==> src/design/ifbsf_pkg.sv <==
// Package for the information-frame byte-stuffing framer.
// Holds transfer payload types, register indexes, reset values and the emitter phase type.
// No dependencies.
`timescale 1ns / 1ps
`default_nettype none

package ifbsf_pkg;

  localparam int LENGTH_BITS_DEF = 12;
  localparam int LEN_OUT_W       = 12;
  localparam int CFG_IDX_W       = 3;
  localparam int CFG_DATA_W      = 8;

  localparam logic [CFG_IDX_W-1:0] REG_FLAG        = 3'd0;
  localparam logic [CFG_IDX_W-1:0] REG_ADDRESS     = 3'd1;
  localparam logic [CFG_IDX_W-1:0] REG_CTRL_SEQ0   = 3'd2;
  localparam logic [CFG_IDX_W-1:0] REG_CTRL_SEQ1   = 3'd3;
  localparam logic [CFG_IDX_W-1:0] REG_ESCAPE      = 3'd4;
  localparam logic [CFG_IDX_W-1:0] REG_ESC_FLAG_SUB = 3'd5;
  localparam logic [CFG_IDX_W-1:0] REG_ESC_ESC_SUB = 3'd6;

  localparam logic [7:0] FLAG_RST         = 8'h7E;
  localparam logic [7:0] ADDRESS_RST      = 8'h03;
  localparam logic [7:0] CTRL_SEQ0_RST    = 8'h40;
  localparam logic [7:0] CTRL_SEQ1_RST    = 8'h00;
  localparam logic [7:0] ESCAPE_RST       = 8'h7D;
  localparam logic [7:0] ESC_FLAG_SUB_RST = 8'h5E;
  localparam logic [7:0] ESC_ESC_SUB_RST  = 8'h5D;
  localparam logic [7:0] CHECK_RST        = 8'h00;

  typedef struct packed {
    logic [7:0] payload_byte;
    logic       first_of_packet;
    logic       last_of_packet;
    logic       sequence_bit;
  } in_item_t;

  typedef struct packed {
    logic [7:0]           out_byte;
    logic                 end_of_run;
    logic                 end_of_frame;
    logic [LEN_OUT_W-1:0] frame_length;
  } out_item_t;

  typedef enum logic [3:0] {
    PH_HDR_FLAG,
    PH_HDR_ADDR,
    PH_HDR_CTRL,
    PH_HDR_BCC1,
    PH_DATA,
    PH_DATA_SUB,
    PH_BCC2,
    PH_BCC2_SUB,
    PH_CLOSE
  } phase_t;

endpackage

`default_nettype wire

==> src/design/info_frame_byte_stuffing_framer.sv <==
// Latency: a transfer's first output byte is registered first in the hold register, then in the output register.
// Throughput: one output byte per cycle while out_stall is low; an input item yields 1 to 9
// bytes (header, stuffed byte, stuffed check, closing flag), issued one by one from the byte emitter.
// The next input is taken in the cycle its predecessor's last byte is issued.
// Reset (rst, synchronous): registers return to defaults, check and length clear, no data held.
`timescale 1ns / 1ps
`default_nettype none

module info_frame_byte_stuffing_framer
  import ifbsf_pkg::*;
#(
  parameter int LENGTH_BITS = LENGTH_BITS_DEF
) (
  input  wire logic                  clk,
  input  wire logic                  rst,
  input  wire logic                  cfg_wr_en,
  input  wire logic [CFG_IDX_W-1:0]  cfg_index,
  input  wire logic [CFG_DATA_W-1:0] cfg_data,
  input  wire logic                  in_valid,
  output logic                       in_stall,
  input  wire in_item_t              in_data,
  output logic                       out_valid,
  input  wire logic                  out_stall,
  output out_item_t                  out_data
);

  logic [7:0] flag_byte, address_byte, control_seq_zero, control_seq_one;
  logic [7:0] escape_byte, escaped_flag_sub, escaped_escape_sub;

  logic                   hold_valid;
  logic                   hold_valid_next;
  in_item_t               hold;
  phase_t                 phase;
  phase_t                 phase_next;
  logic [7:0]             running_check;
  logic [LENGTH_BITS-1:0] emitted_count;
  logic [LENGTH_BITS-1:0] count_inc;
  logic [LENGTH_BITS-1:0] slot_count;
  logic [LENGTH_BITS+LEN_OUT_W-1:0] count_wide;

  logic       out_ready, emit, load;
  logic [7:0] ctrl_byte;
  logic       data_flag, data_stuff, check_flag, check_stuff;
  logic [7:0] slot_byte;
  logic       slot_last, slot_eof;
  out_item_t  slot;

  always_ff @(posedge clk) begin
    if (rst) begin
      flag_byte          <= FLAG_RST;
      address_byte       <= ADDRESS_RST;
      control_seq_zero   <= CTRL_SEQ0_RST;
      control_seq_one    <= CTRL_SEQ1_RST;
      escape_byte        <= ESCAPE_RST;
      escaped_flag_sub   <= ESC_FLAG_SUB_RST;
      escaped_escape_sub <= ESC_ESC_SUB_RST;
    end else if (cfg_wr_en) begin
      unique case (cfg_index)
        REG_FLAG:         flag_byte          <= cfg_data;
        REG_ADDRESS:      address_byte       <= cfg_data;
        REG_CTRL_SEQ0:    control_seq_zero   <= cfg_data;
        REG_CTRL_SEQ1:    control_seq_one    <= cfg_data;
        REG_ESCAPE:       escape_byte        <= cfg_data;
        REG_ESC_FLAG_SUB: escaped_flag_sub   <= cfg_data;
        REG_ESC_ESC_SUB:  escaped_escape_sub <= cfg_data;
        default: ;
      endcase
    end
  end

  assign out_ready = !out_valid || !out_stall;
  assign emit      = hold_valid && out_ready;
  assign in_stall  = hold_valid && !(out_ready && slot_last);
  assign load      = in_valid && !in_stall;

  assign ctrl_byte   = hold.sequence_bit ? control_seq_one : control_seq_zero;
  assign data_flag   = hold.payload_byte == flag_byte;
  assign data_stuff  = data_flag || (hold.payload_byte == escape_byte);
  assign check_flag  = running_check == flag_byte;
  assign check_stuff = check_flag || (running_check == escape_byte);

  assign count_inc  = (&emitted_count) ? emitted_count : emitted_count + 1'b1;
  assign slot_count = (phase == PH_HDR_FLAG) ? LENGTH_BITS'(1) : count_inc;
  assign count_wide = {{LEN_OUT_W{1'b0}}, slot_count};

  always_comb begin
    phase_next = phase;
    if (emit) begin
      unique case (phase)
        PH_HDR_FLAG: phase_next = PH_HDR_ADDR;
        PH_HDR_ADDR: phase_next = PH_HDR_CTRL;
        PH_HDR_CTRL: phase_next = PH_HDR_BCC1;
        PH_HDR_BCC1: phase_next = PH_DATA;
        PH_DATA:     phase_next = data_stuff ? PH_DATA_SUB : PH_BCC2;
        PH_DATA_SUB: phase_next = PH_BCC2;
        PH_BCC2:     phase_next = check_stuff ? PH_BCC2_SUB : PH_CLOSE;
        PH_BCC2_SUB: phase_next = PH_CLOSE;
        PH_CLOSE:    phase_next = PH_CLOSE;
        default:     phase_next = PH_CLOSE;
      endcase
    end
    if (load) begin
      phase_next = in_data.first_of_packet ? PH_HDR_FLAG : PH_DATA;
    end
  end

  always_comb begin
    slot_byte = flag_byte;
    slot_last = 1'b0;
    slot_eof  = 1'b0;
    unique case (phase)
      PH_HDR_FLAG: slot_byte = flag_byte;
      PH_HDR_ADDR: slot_byte = address_byte;
      PH_HDR_CTRL: slot_byte = ctrl_byte;
      PH_HDR_BCC1: slot_byte = address_byte ^ ctrl_byte;
      PH_DATA: begin
        slot_byte = data_stuff ? escape_byte : hold.payload_byte;
        slot_last = !data_stuff && !hold.last_of_packet;
      end
      PH_DATA_SUB: begin
        slot_byte = data_flag ? escaped_flag_sub : escaped_escape_sub;
        slot_last = !hold.last_of_packet;
      end
      PH_BCC2:     slot_byte = check_stuff ? escape_byte : running_check;
      PH_BCC2_SUB: slot_byte = check_flag ? escaped_flag_sub : escaped_escape_sub;
      PH_CLOSE: begin
        slot_byte = flag_byte;
        slot_last = 1'b1;
        slot_eof  = 1'b1;
      end
      default: slot_last = 1'b1;
    endcase
  end

  always_comb begin
    slot.out_byte     = slot_byte;
    slot.end_of_run   = slot_last;
    slot.end_of_frame = slot_eof;
    slot.frame_length = count_wide[LEN_OUT_W-1:0];
  end

  always_comb begin
    hold_valid_next = hold_valid;
    if (emit && slot_last) begin
      hold_valid_next = 1'b0;
    end
    if (load) begin
      hold_valid_next = 1'b1;
    end
  end

  always_ff @(posedge clk) begin
    if (rst) begin
      hold_valid    <= 1'b0;
      phase         <= PH_DATA;
      running_check <= CHECK_RST;
      emitted_count <= '0;
      out_valid     <= 1'b0;
    end else begin
      hold_valid <= hold_valid_next;
      phase      <= phase_next;
      if (emit) begin
        unique case (phase)
          PH_HDR_FLAG: begin
            running_check <= CHECK_RST;
            emitted_count <= LENGTH_BITS'(1);
          end
          PH_DATA: begin
            running_check <= running_check ^ hold.payload_byte;
            emitted_count <= count_inc;
          end
          PH_CLOSE: begin
            running_check <= CHECK_RST;
            emitted_count <= '0;
          end
          default: emitted_count <= count_inc;
        endcase
      end
      if (out_ready) begin
        out_valid <= emit;
      end
    end
  end

  always_ff @(posedge clk) begin
    if (load) begin
      hold <= in_data;
    end
    if (emit) begin
      out_data <= slot;
    end
  end

`ifndef SYNTHESIS
  a_eof_ends_run: assert property (@(posedge clk) disable iff (rst)
    out_valid && out_data.end_of_frame |-> out_data.end_of_run)
    else $error("closing flag not marked as end of run");

  a_load_holds: assert property (@(posedge clk) disable iff (rst)
    load |=> hold_valid)
    else $error("accepted transfer not held");

  a_idle_takes: assert property (@(posedge clk) disable iff (rst)
    !hold_valid |-> !in_stall)
    else $error("input stalled with nothing held");

  a_close_clears: assert property (@(posedge clk) disable iff (rst)
    emit && phase == PH_CLOSE |=> running_check == CHECK_RST && emitted_count == '0)
    else $error("frame state not cleared after closing flag");
`endif

endmodule

`default_nettype wire
==> config.mk <==
export PLATFORM = sky130hd
export DESIGN_NAME = info_frame_byte_stuffing_framer
export DESIGN_NICKNAME = d
export VERILOG_FILES = /design/src/design/ifbsf_pkg.sv /design/src/design/info_frame_byte_stuffing_framer.sv
export SDC_FILE = /design/constraint.sdc
export NUM_CORES = 1
export LEC_CHECK = 0
export BUFFER_PORTS_ARGS = -buffer_cell sky130_fd_sc_hd__buf_2
export CORE_MARGIN = 2
export CORE_UTILIZATION = 55
export DETAILED_ROUTE_END_ITERATION = 7
export GPL_ROUTABILITY_DRIVEN = 0
export PLACE_DENSITY = 0.76
export SYNTH_ARGS = -nofsm -noshare
export SYNTH_HDL_FRONTEND = slang
export SYNTH_SLANG_ARGS = --single-unit
==> constraint.sdc <==
create_clock -name clk -period 6.78 [get_ports clk]
set_input_delay 1.017 -clock clk [delete_from_list [all_inputs] [get_ports clk]]
set_output_delay 1.017 -clock clk [all_outputs]
set_load 0.05 [all_outputs]
==> run_results.csv <==
group,metric,value,unit
run_status,outcome,"complete, no violations",
power,combPwrFrac,12.3,%
final_layout,fin_nets,739,
power,power_density,270,mW/mm^2
placement,port_buffers,50,
min_path,worstHoldPathCells,2,
grt,grt_use_total,26.8,%
critical_path,reg2reg_from,"phase[0]",
min_path,whs_endpoint,"escaped_escape_sub[7]",
timing,rsz0062_at_grt,"false",
synth,synth-seq-area-share,44.4,%
die,die_x,107,microns
cts,cts_max_path_buffers,2,
critical_path,cp.required,5.76,ns
power,switchingPower,0.000487,W
cts,cts_hold_buf,0,
grt,antenna_found_initial,0,
power,clockPowerShare,45.2,%
cts,cts_resized,0,
synth,yosysWarnings,0,
power,pwr-share-seq,42.4,%
cts,cts.sinks,114,
detailed_routing,m1WireLength,6.68,mm
power,swShare,26.7,%
placement,dp_hpwl,10.1,mm
critical_path,endpoint_kind,"output port",
detailed_routing,first_iter_violations,375,
synth,syn_nets,697,
die,start_util,56.8,%
die,core_area,0.0103,sq mm
synth,ys_top_cells_by_count,"nand2_1 (125), dfxtp_1 (82), nor2_1 (58), xor2_1 (44), a21oi_1 (40)",
die,die_area,0.0115,sq mm
final_layout,num-fill-cells,816,
grt,grt_overflow,0,
critical_path,timing.rr.end,"out_data[16]",
timing,skew,0.0155,ns
detailed_routing,num_vias,5071,
critical_path,critPathKind,"reg -> out",
synth,synth_top_area_cell,"dfxtp_1",
final_layout,drive_gt1_share,14.5,%
flow_run,max_cap_viol_count,0,
synth,synth_seq_cells,114,
critical_path,ff2ff_setup_slack,3.87,ns
final_layout,n_antenna_cell,0,
detailed_routing,drc,0,
synth,synth_top_family_by_area,"simple AND/OR/NAND/NOR gates",
detailed_routing,ant_nets,0,
timing,final_hold_viol_count,0,
min_path,hp-start,"escaped_escape_sub[7]",
synth,netlist_top_cells_area,"dfxtp_1 (28%), edfxtp_1 (16%), nand2_1 (8.0%), xor2_1 (6.6%), mux2i_1 (4.4%)",
die,placementRows,37,
detailed_routing,drtPass1Iterations,5,
synth,synth_area,0.00587,sq mm
critical_path,cp_max_fo,13,
detailed_routing,wl,14.9,mm
synth,yosys.area_share.simple,24.9,%
final_layout,area_delta_synth_final,14.9,%
cts,htree_levels,4,
timing,finalSetupTns,0,ns
cts,cts_tree,"yes",
cts,post_cts_buffers,0,
timing,fin_crit,3.77,ns
power,internal_power,0.00133,W
synth,syn_avg_cell_area,8.77,sq um
die,fp.dieH,107,microns
timing,worst_hold_slack,0.451,ns
synth,muxShareOfSynthArea,4.44,%
final_layout,final_cells,860,
cts,cts.clk_slew.worst_paths,0.05,ns
synth,synth-compound-area-share,15.8,%
power,leakage,2.59,nW
grt,grt_pass1_wl,23.8,mm
placement,dp_cells,828,
min_path,min_path_type,"reg -> reg",
detailed_routing,viasPerCell,5.90,
critical_path,start_kind,"flop",
detailed_routing,routed.top_layer,"met4",
synth,syn_inst,669,
grt,grt_pass1_vias,4675,
cts,clk_latency,0.52,ns
timing,drv_slew,0,
timing,period_share,55.6,%
synth,synth_top_area_share,28.0,%
detailed_routing,route.met2.wl,6.77,mm
timing,fmax,265,MHz
detailed_routing,wl_met3,1.20,mm
critical_path,reg2reg_depth,5,
power,peakVddDrop,0.134,mV
die,num_io_pins,51,
detailed_routing,wire_per_inst,17.3,microns
grt,grt_max_degree,76,
critical_path,arrival,2.75,ns
synth,synth_cell_types,63,
synth,synth.most_common_cell,"nand2_1",
synth,synth_edf_count,32,
synth,synthAdderAreaFrac,0.213,%
timing,tightest_slew,0.991,ns
timing,relSlewSlack,33.8,%
synth,postSynth.asyncResetShare,0,%
synth,synth_xor_xnor_area_share,7.02,%
timing,setup_viol,0,
cts,cts_buffers,17,
cts,cts_root_buffer,"clkbuf_8",
synth,synth_top_flop_cell,"dfxtp_1",
-- final cells by class --
class                      count  area [sq um]  share of cell area [%]
clock inverter                 7          46.3                   0.687
multi-input combinational    509          3070                    45.6
inverter                      15          56.3                   0.835
timing repair buffer          54           280                    4.16
tap                          136           170                    2.52
clock buffer                  25           515                    7.65
sequential                   114          2600                    38.6
-- per-stage QoR --
stage / power, W / util [%] / worst slack [ns] / area [sq um]
3_5_place_dp: 0.00100 / 59.9 / 3.20 / 6180
4_1_cts: 0.00182 / 65.3 / 3.06 / 6740
2_1_floorplan: 0.000939 / - / 3.89 / 5870
3_3_place_gp: 0.000998 / 59.9 / 3.32 / 6180
5_1_grt: 0.00189 / 65.3 / 2.89 / 6740
6_report: 0.00182 / 65.3 / 3.01 / 6740
-- worst max-delay path, stage by stage, from the launching register on --
cell      delay (ns)
edfxtp_1        0.46
xor2_1          0.19
nor4_2          0.54
a22oi_2         0.32
o211ai_1        0.27
nand3_1         0.13
inv_1           0.07
buf_2           0.25
-- cell usage in the layout (no fill, tap or decap), types with 18 or more instances in the layout --
cell and n:
a21oi_1 40, a31oi_1 18, buf_2 50, dfxtp_1 82, edfxtp_1 32, mux2i_1 26, nand2_1 125, nand3_1 19
nor2_1 58, nor2b_1 23, xor2_1 44
-- worst max path at each step --
| stage | end | start | cells past startpoint | slack, ns |
|---|---|---|---|---|
| 3_3_place_gp | emitted_count[3] | out_stall | 8 | 3.32 |
| 2_1_floorplan | in_stall | hold[9] | 7 | 3.89 |
| 5_1_grt | in_stall | hold[9] | 7 | 2.89 |
| 3_5_place_dp | emitted_count[3] | out_stall | 8 | 3.20 |
| 6_report | in_stall | hold[9] | 7 | 3.01 |
| 4_1_cts | in_stall | hold[9] | 7 | 3.06 |
-- layer usage --
metal | vias up | track usage, %
met1 | 2361 | 38.0
met4 | 0 | 10.2
met2 | 231 | 40.6
li1 | 2451 | -
met5 | - | 0
met3 | 28 | 5.15
-- power by group through the flow --
stage                     Sequential [W]  Combinational [W]  Clock, W
after global routing            0.000776           0.000242  0.000868
after global placement          0.000784           0.000214         0
after CTS                       0.000771           0.000221  0.000831
after detailed placement        0.000785           0.000219         0
after floorplan                 0.000807           0.000132         0
final                           0.000773           0.000225  0.000823
-- cell families after synthesis --
group / Yosys count
AO/OA/AOI/OAI: 134
AND/OR/NAND/NOR: 301
multiplexers: 26
flip-flops: 114
buffers and inverters: 46
XOR/XNOR: 47
adder cells (fa/ha/maj): 1
-- registers in the layout, summed over array words and instances (netlist names) --
| name | flops |
|---|---|
| hold_valid | 1 |
| out_valid | 1 |
| control_seq_zero | 8 |
| escaped_flag_sub | 8 |
| running_check | 8 |
| phase | 4 |
| escape_byte | 8 |
| emitted_count | 12 |
| control_seq_one | 8 |
| escaped_escape_sub | 8 |
| hold | 10 |
| address_byte | 8 |
| flag_byte | 8 |
| out_data | 22 |
(Power assumes the default switching activity.)
